--- config.mk ---
export PLATFORM = sky130hd
export DESIGN_NAME = preemptive_priority_task_dispatcher
export DESIGN_NICKNAME = d
export VERILOG_FILES = /design/src/hw/rtl/pptd_pkg.sv /design/src/hw/rtl/preemptive_priority_task_dispatcher.sv /design/src/hw/rtl/pptd_ram.sv
export SDC_FILE = /design/constraint.sdc
export NUM_CORES = 1
export LEC_CHECK = 0
export BUFFER_PORTS_ARGS = -buffer_cell sky130_fd_sc_hd__buf_2
export CELL_PAD_IN_SITES_DETAIL_PLACEMENT = 1
export CELL_PAD_IN_SITES_GLOBAL_PLACEMENT = 2
export CORE_MARGIN = 1
export CORE_UTILIZATION = 46
export DETAILED_ROUTE_END_ITERATION = 8
export PLACE_DENSITY = 0.79
export SYNTH_ARGS = -nofsm -noshare
export SYNTH_HDL_FRONTEND = slang
export SYNTH_SLANG_ARGS = --single-unit
--- constraint.sdc ---
create_clock -name clk -period 4.6 [get_ports clk]
set_clock_uncertainty 0.2 [all_clocks]
set_input_delay 0.23 -clock clk [delete_from_list [all_inputs] [get_ports clk]]
set_output_delay 0.23 -clock clk [all_outputs]
set_load 0.01 [all_outputs]
--- src/hw/rtl/pptd_pkg.sv ---
package pptd_pkg;

  // Default sizes of the task queue and the nesting stack.
  localparam int DEF_QUEUE_DEPTH = 16;
  localparam int DEF_NEST_DEPTH  = 16;

  // Running priority when no task is dispatched, after reset.
  localparam logic [3:0] RESET_BASE_PRIORITY = 4'd9;

  // Item function codes.
  localparam logic FUNC_ADD    = 1'b0;
  localparam logic FUNC_FINISH = 1'b1;

  // Result error codes.
  typedef enum logic [1:0] {
    ERR_NONE        = 2'd0,
    ERR_ADD_DROPPED = 2'd1,
    ERR_IDLE_FINISH = 2'd2
  } err_t;

  // One queue entry as it sits in memory.
  typedef struct packed {
    logic [3:0] prio;
    logic [7:0] handler;
  } qentry_t;

  // Controller states.
  typedef enum logic [2:0] {
    S_IDLE,
    S_WALK,
    S_PUT,
    S_POP,
    S_HEAD_RD,
    S_HEAD_CHK
  } state_t;

endpackage

--- src/hw/rtl/preemptive_priority_task_dispatcher.sv ---
// Nested priority task dispatcher. An add item (func 0) inserts a handler
// id into a queue kept sorted by priority, lower value first, equal values
// in arrival order; a finish item (func 1) restores the priority saved when
// the running task was dispatched. After each item the queue head is started
// if it is strictly more urgent than the running priority, and exactly one
// result comes back per item. The queue lives in a circular memory: an add
// moves the entries behind the insert point up one place, one entry per
// cycle through the single read and write port. Saved priorities sit in a
// second memory used as a stack. One item is worked on at a time; the next
// one is taken while the previous result still waits at the output.
// base_priority is written through cfg_write_en / cfg_write_data; the user
// must write it only while the block is idle; the block itself does not
// enforce this. It sets the running priority when nothing is nested.
module preemptive_priority_task_dispatcher #(
  parameter int QUEUE_DEPTH = pptd_pkg::DEF_QUEUE_DEPTH,
  parameter int NEST_DEPTH  = pptd_pkg::DEF_NEST_DEPTH
) (
  input  logic       clk,
  input  logic       rst,
  input  logic       cfg_write_en,
  input  logic [3:0] cfg_write_data,
  input  logic       in_valid,
  output logic       in_stall,
  input  logic       func,
  input  logic [3:0] task_priority,
  input  logic [7:0] handler_id,
  output logic       out_valid,
  input  logic       out_stall,
  output logic       dispatch,
  output logic [7:0] dispatch_handler,
  output logic [3:0] dispatch_priority,
  output logic [3:0] running_priority,
  output logic [1:0] error_code
);
  import pptd_pkg::*;

  localparam int QAW = $clog2(QUEUE_DEPTH);
  localparam int QCW = $clog2(QUEUE_DEPTH + 1);
  localparam int NAW = $clog2(NEST_DEPTH);
  localparam int NCW = $clog2(NEST_DEPTH + 1);
  localparam logic [QCW:0]   QD_EXT  = (QCW + 1)'(QUEUE_DEPTH);
  localparam logic [QCW-1:0] QD_FULL = QCW'(QUEUE_DEPTH);
  localparam logic [QAW-1:0] QD_LAST = QAW'(QUEUE_DEPTH - 1);
  localparam logic [NCW-1:0] ND_FULL = NCW'(NEST_DEPTH);

  state_t state, state_next;

  // Queue and nesting bookkeeping.
  logic [QAW-1:0] head;
  logic [QCW-1:0] count;
  logic [QCW-1:0] k;
  logic [NCW-1:0] nest;
  logic [3:0]     cur;

  // Item held during its work.
  qentry_t    item_entry;
  err_t       err;

  // Memory ports.
  logic           q_we;
  logic [QAW-1:0] q_waddr;
  logic [QAW-1:0] q_raddr;
  qentry_t        q_wdata;
  qentry_t        q_rdata;
  logic           s_we;
  logic [NAW-1:0] s_waddr;
  logic [NAW-1:0] s_raddr;
  logic [3:0]     s_rdata;

  logic add_drop;
  logic walk_shift;
  logic take;
  logic out_free;
  logic [QAW-1:0] head_inc;

  // Physical slot of the entry at logical place pos behind the head.
  function automatic logic [QAW-1:0] phys(input logic [QAW-1:0] hd,
                                          input logic [QCW-1:0] pos);
    logic [QCW:0] s;
    s = (QCW + 1)'(hd) + {1'b0, pos};
    if (s >= QD_EXT) begin
      s = s - QD_EXT;
    end
    return s[QAW-1:0];
  endfunction

  pptd_ram #(
    .WIDTH ($bits(qentry_t)),
    .DEPTH (QUEUE_DEPTH)
  ) u_queue_ram (
    .clk   (clk),
    .we    (q_we),
    .waddr (q_waddr),
    .wdata (q_wdata),
    .raddr (q_raddr),
    .rdata (q_rdata)
  );

  pptd_ram #(
    .WIDTH (4),
    .DEPTH (NEST_DEPTH)
  ) u_stack_ram (
    .clk   (clk),
    .we    (s_we),
    .waddr (s_waddr),
    .wdata (cur),
    .raddr (s_raddr),
    .rdata (s_rdata)
  );

  // Conditions shared by control and datapath.
  assign add_drop   = (count == QD_FULL) || (nest == ND_FULL);
  assign walk_shift = q_rdata.prio > item_entry.prio;
  assign take       = (count != '0) && (nest != ND_FULL) && (q_rdata.prio < cur);
  assign out_free   = !out_valid || !out_stall;
  assign head_inc   = (head == QD_LAST) ? '0 : head + QAW'(1);
  assign in_stall   = (state != S_IDLE);

  // Next state.
  always_comb begin
    state_next = state;
    case (state)
      S_IDLE: begin
        if (in_valid) begin
          if (func == FUNC_ADD) begin
            if (add_drop || count == '0) begin
              state_next = S_HEAD_RD;
            end else begin
              state_next = S_WALK;
            end
          end else if (nest == '0) begin
            state_next = S_HEAD_RD;
          end else begin
            state_next = S_POP;
          end
        end
      end
      S_WALK: begin
        if (!walk_shift) begin
          state_next = S_HEAD_RD;
        end else if (k == QCW'(1)) begin
          state_next = S_PUT;
        end
      end
      S_PUT:      state_next = S_HEAD_RD;
      S_POP:      state_next = S_HEAD_RD;
      S_HEAD_RD:  state_next = S_HEAD_CHK;
      S_HEAD_CHK: begin
        if (out_free) begin
          state_next = S_IDLE;
        end
      end
      default:    state_next = S_IDLE;
    endcase
  end

  // Memory control per state.
  always_comb begin
    q_we    = 1'b0;
    q_waddr = head;
    q_wdata = item_entry;
    q_raddr = head;
    s_we    = 1'b0;
    s_waddr = nest[NAW-1:0];
    s_raddr = (nest != '0) ? NAW'(nest - 1'b1) : '0;
    case (state)
      S_IDLE: begin
        // Read the tail entry; an add into an empty queue writes the head slot.
        q_raddr = phys(head, (count != '0) ? count - 1'b1 : '0);
        q_wdata = '{prio: task_priority, handler: handler_id};
        q_we    = in_valid && (func == FUNC_ADD) && !add_drop && (count == '0);
      end
      S_WALK: begin
        // Move the entry up one place, or drop the new one in behind it.
        q_we    = 1'b1;
        q_waddr = phys(head, k);
        q_wdata = walk_shift ? q_rdata : item_entry;
        q_raddr = phys(head, (k >= QCW'(2)) ? k - QCW'(2) : '0);
      end
      S_PUT: begin
        q_we    = 1'b1;
        q_waddr = head;
      end
      S_HEAD_CHK: begin
        s_we = out_free && take;
      end
      default: begin
      end
    endcase
  end

  // Datapath and bookkeeping registers.
  always_ff @(posedge clk) begin
    if (rst) begin
      state     <= S_IDLE;
      head      <= '0;
      count     <= '0;
      nest      <= '0;
      cur       <= RESET_BASE_PRIORITY;
      out_valid <= 1'b0;
    end else begin
      state <= state_next;
      // A new result replaces the old one as it leaves.
      if (state == S_HEAD_CHK && out_free) begin
        out_valid <= 1'b1;
      end else if (!out_stall) begin
        out_valid <= 1'b0;
      end
      if (cfg_write_en) begin
        if (nest == '0) begin
          cur <= cfg_write_data;
        end
      end
      case (state)
        S_IDLE: begin
          if (in_valid) begin
            item_entry <= '{prio: task_priority, handler: handler_id};
            k          <= count;
            err        <= ERR_NONE;
            if (func == FUNC_ADD) begin
              if (add_drop) begin
                err <= ERR_ADD_DROPPED;
              end else if (count == '0) begin
                count <= count + 1'b1;
              end
            end else if (nest == '0) begin
              err <= ERR_IDLE_FINISH;
            end else begin
              nest <= nest - 1'b1;
            end
          end
        end
        S_WALK: begin
          if (walk_shift) begin
            k <= k - 1'b1;
          end else begin
            count <= count + 1'b1;
          end
        end
        S_PUT: begin
          count <= count + 1'b1;
        end
        S_POP: begin
          cur <= s_rdata;
        end
        S_HEAD_CHK: begin
          if (out_free) begin
            dispatch         <= take;
            error_code       <= err;
            dispatch_handler <= take ? q_rdata.handler : 8'd0;
            dispatch_priority <= take ? q_rdata.prio : 4'd0;
            running_priority <= take ? q_rdata.prio : cur;
            if (take) begin
              head  <= head_inc;
              count <= count - 1'b1;
              nest  <= nest + 1'b1;
              cur   <= q_rdata.prio;
            end
          end
        end
        default: begin
        end
      endcase
    end
  end

endmodule

--- src/hw/rtl/pptd_ram.sv ---
module pptd_ram #(
  parameter int WIDTH = 12,
  parameter int DEPTH = 16,
  parameter int AW    = $clog2(DEPTH)
) (
  input  logic             clk,
  input  logic             we,
  input  logic [AW-1:0]    waddr,
  input  logic [WIDTH-1:0] wdata,
  input  logic [AW-1:0]    raddr,
  output logic [WIDTH-1:0] rdata
);

  logic [WIDTH-1:0] mem [DEPTH];

  // One write port.
  always_ff @(posedge clk) begin
    if (we) begin
      mem[waddr] <= wdata;
    end
  end

  // One read port with registered data.
  always_ff @(posedge clk) begin
    rdata <= mem[raddr];
  end

endmodule
==> results of run 1 <==
==> sequential cells by signal, indices dropped and copies added (netlist names), 3 cells and up <==
name	count
u_queue_ram.mem	192
dispatch_handler	8
nest	5
head	4
u_stack_ram.rdata	4
state	3
running_priority	4
item_entry	12
dispatch_priority	4
count	5
u_queue_ram.rdata	12
cur	4
u_stack_ram.mem	64
k	5
==> path summary, 6_finish.rpt <==
check        slack, ps                                to                 start
max                520  u_queue_ram.mem[13][9]$_DFFE_PP_  nest[0]$_SDFFE_PP0P_
min                 90                 cur[2]$_SDFF_PP0_     cfg_write_data[2]
max reg2reg        520  u_queue_ram.mem[13][9]$_DFFE_PP_  nest[0]$_SDFFE_PP0P_
min reg2reg        210           error_code[1]$_DFFE_PP_  err[1]$_SDFFCE_PN0P_
==> layer usage <==
layer / wire length (µm) / GRT usage (%)
met5: 28 / 0
met4: 861 / 6.940
met3: 1430 / 3.032
met2: 16970 / 36.93
met1: 16330 / 30.54
==> per-stage QoR <==
| stage | hold WS [ps] | worst slack, ps | instance area, µm² | util (%) | cells |
|---|---|---|---|---|---|
| CTS | 98.73 | 577.6 | 16990 | 54.95 | 1503 |
| floorplan | 128.9 | 929.7 | 14600 | - | 978 |
| finish | 87.02 | 517.2 | 16990 | 54.95 | 1503 |
| global placement | 202.0 | 735.4 | 15600 | 50.48 | 1417 |
| global route | 80.92 | 255.5 | 16990 | 54.95 | 1503 |
| detailed placement | 205.7 | 621.1 | 15600 | 50.48 | 1417 |
==> final cells by class <==
type | count | area (µm²)
fill | 2968 | 13920
sequential | 332 | 9589
multi-input combinational | 571 | 4775
clock buffer | 52 | 1023
timing repair buffer | 116 | 848.3
tap | 396 | 495.5
clock inverter | 16 | 180.2
inverter | 20 | 75.07
==> power groups by stage <==
stage	Clock (µW)	Sequential, µW	Combinational [µW]
CTS	2970	4320	5510
global route	3060	4340	5890
finish	2920	4320	5450
detailed placement	0	4370	5440
global placement	0	4360	5290
floorplan	0	4280	3830
==> cell families (layout without fill, tap and decap cells) <==
group / Yosys count / count (layout) / synth area share (%)
compound gates: 145 / 145 / 6.539
xor+xnor: 15 / 15 / 0.8999
fa+ha+maj: 29 / 29 / 2.588
buf+inv: 75 / 204 / 2.545
flops: 332 / 332 / 65.68
mux: 214 / 214 / 15.38
simple gates: 168 / 168 / 6.368
==> worst register-to-register path, stage by stage (launching register included) <==
cell      delay, ps
dfxtp_1         780
inv_1           200
ha_1            360
and4bb_4        260
o41a_1          410
nor3b_1         470
o21ai_0         460
nor3_2          330
buf_4           290
==> layout by cell type (no fill, tap or decap), drive strengths merged, types with 6 or more instances in the layout <==
cell type    synthesis  routed
a21o                 8       8
a21oi               37      37
a221oi               8       8
a22oi               11      11
and2                14      14
and3                10      10
and4b                8       8
buf                 28      98
clkbuf              27      52
clkinv               0      11
dfxtp               38      38
dlygate4sd3          0      18
edfxtp             294     294
ha                  27      27
inv                 20      21
mux2i              204     204
mux4                 8       8
nand2               37      37
nand2b               8       8
nand3                7       7
nor2                26      26
nor2b                6       6
nor3                27      27
nor3b                6       6
o21ai               25      25
o22ai               25      25
xnor2               10      10
==> flow_metrics.tcl, run 1 <==
set metrics [dict create \
    cp.arrival_ps 4100 \
    gp_congestion 0.7919 \
    finalHoldViolations 0 \
    coreArea_um2 30910 \
    cts.htree.levels 2 \
    synth.cell_area_um2 14600 \
    clock_sinks 332 \
    finalPower_uw 12690 \
    cts_buffers 37 \
    hpwl_mm 22.79 \
    p_switching_uw 4675 \
    synthToLayoutAreaGrowth_pct 16.35 \
    status "completed" \
    setup_viol 0 \
    path_max_fanout 17 \
    wirelength_mm 35.62 \
    maxSlewViolCount 0 \
    core.rowCount 64 \
    synth_top_area_share_pct 60.47 \
    rsz0062_at_grt "no" \
    path_buf_inv 2 \
    fin_crit_sh_pct 88.76 \
    die_area_um2 32450 \
    io_pins 43 \
    overflow 0 \
    synth_most_common_cell "edfxtp_1" \
    worstMarginPinSlew_ps 1202 \
    layout-drive-gt1-share_pct 17.71 \
    holdPathStages 4 \
    routed_via_density 5.743 \
    ys_seq_area_share_pct 65.68 \
    synth_edf_count 294 \
    grt_pass1_vias 9193 \
    power_density_nw_per_um2 747.1 \
    drc 0 \
    swShare_pct 36.84 \
    die_w_um 180.2 \
    synth_area_leaders "edfxtp_1 (60%), mux2i_1 (14%), dfxtp_1 (5.2%)" \
    worstPathCellList "inv_1 -> ha_1 -> and4bb_4 -> o41a_1 -> nor3b_1 -> o21ai_0 -> nor3_2 -> buf_4" \
    cp_slowest_stage_delay_ps 780 \
    ctsResizeCount 0 \
    power_frac_comb_pct 42.9 \
    path_clk_slew_ps 60 \
    synth_cell_types 64 \
    yosys_register_bits 332 \
    setup_tns_ps 0 \
    slew_headroom_pct 19.84 \
    ys_top_cells_by_count "edfxtp_1 (294), mux2i_1 (204), dfxtp_1 (38)" \
    clk_path_buf_depth 3 \
    cts_setup_buffers 0 \
    drt_pass1_iterations 5 \
    antenna_found_initial 1 \
    first_iter_violations 666 \
    synth_nets 1029 \
    clock_latency_ps 520 \
    start_util_pct 47.23 \
    synth_flop_cell "edfxtp_1" \
    reg2regPathDepth 8 \
    critPathKind "flop to flop" \
    crit_family "simple AND/OR/NAND/NOR gates" \
    dr_total_vias 8631 \
    die_y_um 180.2 \
    end_kind "flop" \
    root_buffer "clkbuf_16" \
    cp.depth 8 \
    avgSynthCellArea_um2 14.93 \
    synth_async_sr_flop_share_pct 0 \
    min_path_type "input port to flop" \
    maxCapViolations 0 \
    ant_nets 0 \
    netlist_instances 978 \
    p_int_uw 8015 \
    diodes 0 \
    cp_slowest_cell "dfxtp_1" \
    routedWlPerCell_um 23.70 \
    critPathRequiredTime_ps 4610 \
    clkPwrFrac_pct 23.0 \
    seq_power_share_pct 34.0 \
    max_freq_mhz 244.9 \
    grt_pass1_wl_mm 54.97 \
    io_buffers 42 \
    critPathLaunchType "flop" \
    tritoncts "yes" \
    cts_hold_buf 18 \
    final_nets 1129 \
    peakVddDrop_v 0.0003956 \
    power.leakage_uw 0.006785 \
    grt_max_degree 48 \
    finalCriticalPeriod_ps 4083 \
    ys.warnings.count 0 \
    grt_usage_pct 22.28 \
    synth_top_area_cell "edfxtp_1" \
]
Power figures use the tool's default switching activity.
==> run 2: changes to the inputs <==
--- a/config.mk
+++ b/config.mk
@@ -9,9 +9,9 @@
 export CELL_PAD_IN_SITES_DETAIL_PLACEMENT = 1
 export CELL_PAD_IN_SITES_GLOBAL_PLACEMENT = 2
 export CORE_MARGIN = 1
-export CORE_UTILIZATION = 46
+export CORE_UTILIZATION = 49
 export DETAILED_ROUTE_END_ITERATION = 8
-export PLACE_DENSITY = 0.79
+export PLACE_DENSITY = 0.84
 export SYNTH_ARGS = -nofsm -noshare
 export SYNTH_HDL_FRONTEND = slang
 export SYNTH_SLANG_ARGS = --single-unit
==> constraint.sdc (replaced) <==
create_clock -name clk -period 4.9 [get_ports clk]
set_clock_uncertainty 0.2 [all_clocks]
set_input_delay 0.245 -clock clk [delete_from_list [all_inputs] [get_ports clk]]
set_output_delay 0.245 -clock clk [all_outputs]
set_load 0.01 [all_outputs]
==> run 2 against run 1 <==
Power shrank 4.1%. Largest cell class unchanged. Worst hold slack lost 17 ps. Global-route usage grew 1.9 points. Clock-buffer cell count shrank 9. Sequential share of layout area grew 0.067 points. Sequential power shrank 5.1%. Clock power is essentially flat. Register-to-register slack gained 40 ps.
==> flow_metrics.tcl, run 2 (synthesis gave the netlist of run 1 again) <==
set metrics [dict create \
    power.leakage_uw 0.006754 \
    critPathKind "flop to flop" \
    clock_latency_ps 530 \
    critPathLaunchType "flop" \
    path_max_fanout 17 \
    finalInstanceArea_um2 16970 \
    diodes 0 \
    ant_nets 0 \
    ctsResizeCount 0 \
    rr_endpoint "u_queue_ram.mem[12][8]$_DFFE_PP_" \
    root_buffer "clkbuf_16" \
    die_y_um 174.6 \
    seq_area_um2 9589 \
    largest_register_ff_count 192 \
    dr_total_vias 8561 \
    critPathRequiredTime_ps 4820 \
    rsz0062_at_grt "no" \
    drc 0 \
    reg2reg_from "nest[0]$_SDFFE_PP0P_" \
    core.rowCount 62 \
    wirelength_mm 36.12 \
    final_cell_mix "edfxtp_1 (294), mux2i_1 (203), buf_2 (42), dfxtp_1 (38), nand2_1 (37)" \
    dpl-instance-area_um2 15500 \
    multiInputGateArea_um2 4782 \
    routed_via_density 5.816 \
    cts_buffers 36 \
    top_regs "u_queue_ram.mem: 192 flops, u_stack_ram.mem: 64 flops" \
    slew_headroom_pct 10.06 \
    clk_path_buf_depth 3 \
    grt_pass1_wl_mm 55.30 \
    min_path_type "input port to flop" \
    finalHoldViolations 0 \
    start_util_pct 50.32 \
    end_kind "flop" \
    nFillCells 2745 \
    clock_sinks 332 \
    finalPower_uw 12170 \
    grt_pass1_vias 9107 \
    worstMarginPinSlew_ps 1349 \
    path_clk_slew_ps 60 \
    peakVddDrop_v 0.0003794 \
    antenna_found_initial 0 \
    synthToLayoutAreaGrowth_pct 16.22 \
    layout-drive-gt1-share_pct 17.00 \
    setup_viol 0 \
    fin_crit_sh_pct 88.68 \
    maxSlewViolCount 0 \
    min_to "cur[1]$_SDFF_PP0_" \
    drt_pass1_iterations 4 \
    die_w_um 174.6 \
    first_iter_violations 563 \
    hold-worst-slack_ps 70.38 \
    fin_util_pct 58.48 \
    status "completed" \
    top_register "u_queue_ram.mem" \
    final_nets 1113 \
    grt_max_degree 48 \
    die_area_um2 30490 \
    cts_setup_buffers 0 \
    maxCapViolations 0 \
    tritoncts "yes" \
    io_buffers 42 \
    finalCriticalPeriod_ps 4345 \
    routedWlPerCell_um 24.53 \
    gp_congestion 0.8124 \
    reg2regPathDepth 7 \
    hold_start "cfg_write_data[1]" \
    setup_tns_ps 0 \
    cts.htree.levels 2 \
    layout_commonest_cell "edfxtp_1" \
    io_pins 43 \
    hpwl_mm 23.46 \
    coreArea_um2 29010 \
    grt_usage_pct 24.22 \
    holdPathStages 4 \
    max_freq_mhz 230.1 \
    rrSetupSlack_ps 550 \
    cp.arrival_ps 4270 \
    power_density_nw_per_um2 717.5 \
    overflow 0 \
]
-- run 2: cell count changes in the layout (fill, tap and decap cells not counted), sizes merged --
cell,change
bufinv,+5
clkinv,-1
clkbuf,-9
inv,+1
buf,-15
-- run 2: layer usage --
| layer | share of wire (%) | track usage, % |
|---|---|---|
| met5 | 0 | 0 |
| met4 | 2.3 | 7.355 |
| met3 | 4.4 | 3.416 |
| met2 | 48 | 39.81 |
| met1 | 45 | 33.54 |
-- run 2: cell type report --
class                   instances  share of cell area [%]
clock inverters                21                   1.895
inverters                      20                  0.4425
multi-input cells             571                   28.19
well taps                     384                   2.832
flip-flops and latches        332                   56.52
clock buffers                  43                   5.642
repair buffers                101                   4.484
-- run 2: worst max path at each step --
stage                                     from                          endpoint  slack (ps)  depth (start not counted)
after floorplan           nest[0]$_SDFFE_PP0P_   u_queue_ram.mem[0][0]$_DFFE_PP_        1230                          8
after global placement    nest[0]$_SDFFE_PP0P_  u_queue_ram.mem[13][2]$_DFFE_PP_         800                          7
after detailed placement  nest[0]$_SDFFE_PP0P_  u_queue_ram.mem[12][9]$_DFFE_PP_         620                          7
after CTS                 nest[0]$_SDFFE_PP0P_  u_queue_ram.mem[12][8]$_DFFE_PP_         570                          7
after global routing      nest[0]$_SDFFE_PP0P_  u_queue_ram.mem[12][8]$_DFFE_PP_         190                          7
final                     nest[0]$_SDFFE_PP0P_  u_queue_ram.mem[12][8]$_DFFE_PP_         550                          7
-- run 2: critical path: stages (launching register included) --
cell and delay [ps]:
dfxtp_1 740, inv_1 190, ha_1 370, and4bb_4 270
o41a_1 390, nor3b_1 470, o21ai_0 410, nor3_2 920
-- run 2: repair_timing --
action,CTS,global route
endpoints found under the hold margin,20,0
hold buffers,18,0
setup endpoints to repair,0,0
-- run 2: stage by stage --
step / setup WS, ps / instances
detailed placement: 624.2 / 1390
global placement: 796.0 / 1390
floorplan: 1230 / 978
finish: 554.9 / 1472
CTS: 565.9 / 1472
global route: 186.0 / 1472
-- run 2: power by group --
part / switching (µW) / internal (µW) / total, µW
sequential: 274 / 3820 / 4100
combinational: 3070 / 2080 / 5150
clock: 1100 / 1820 / 2920
total: 4450 / 7730 / 12200
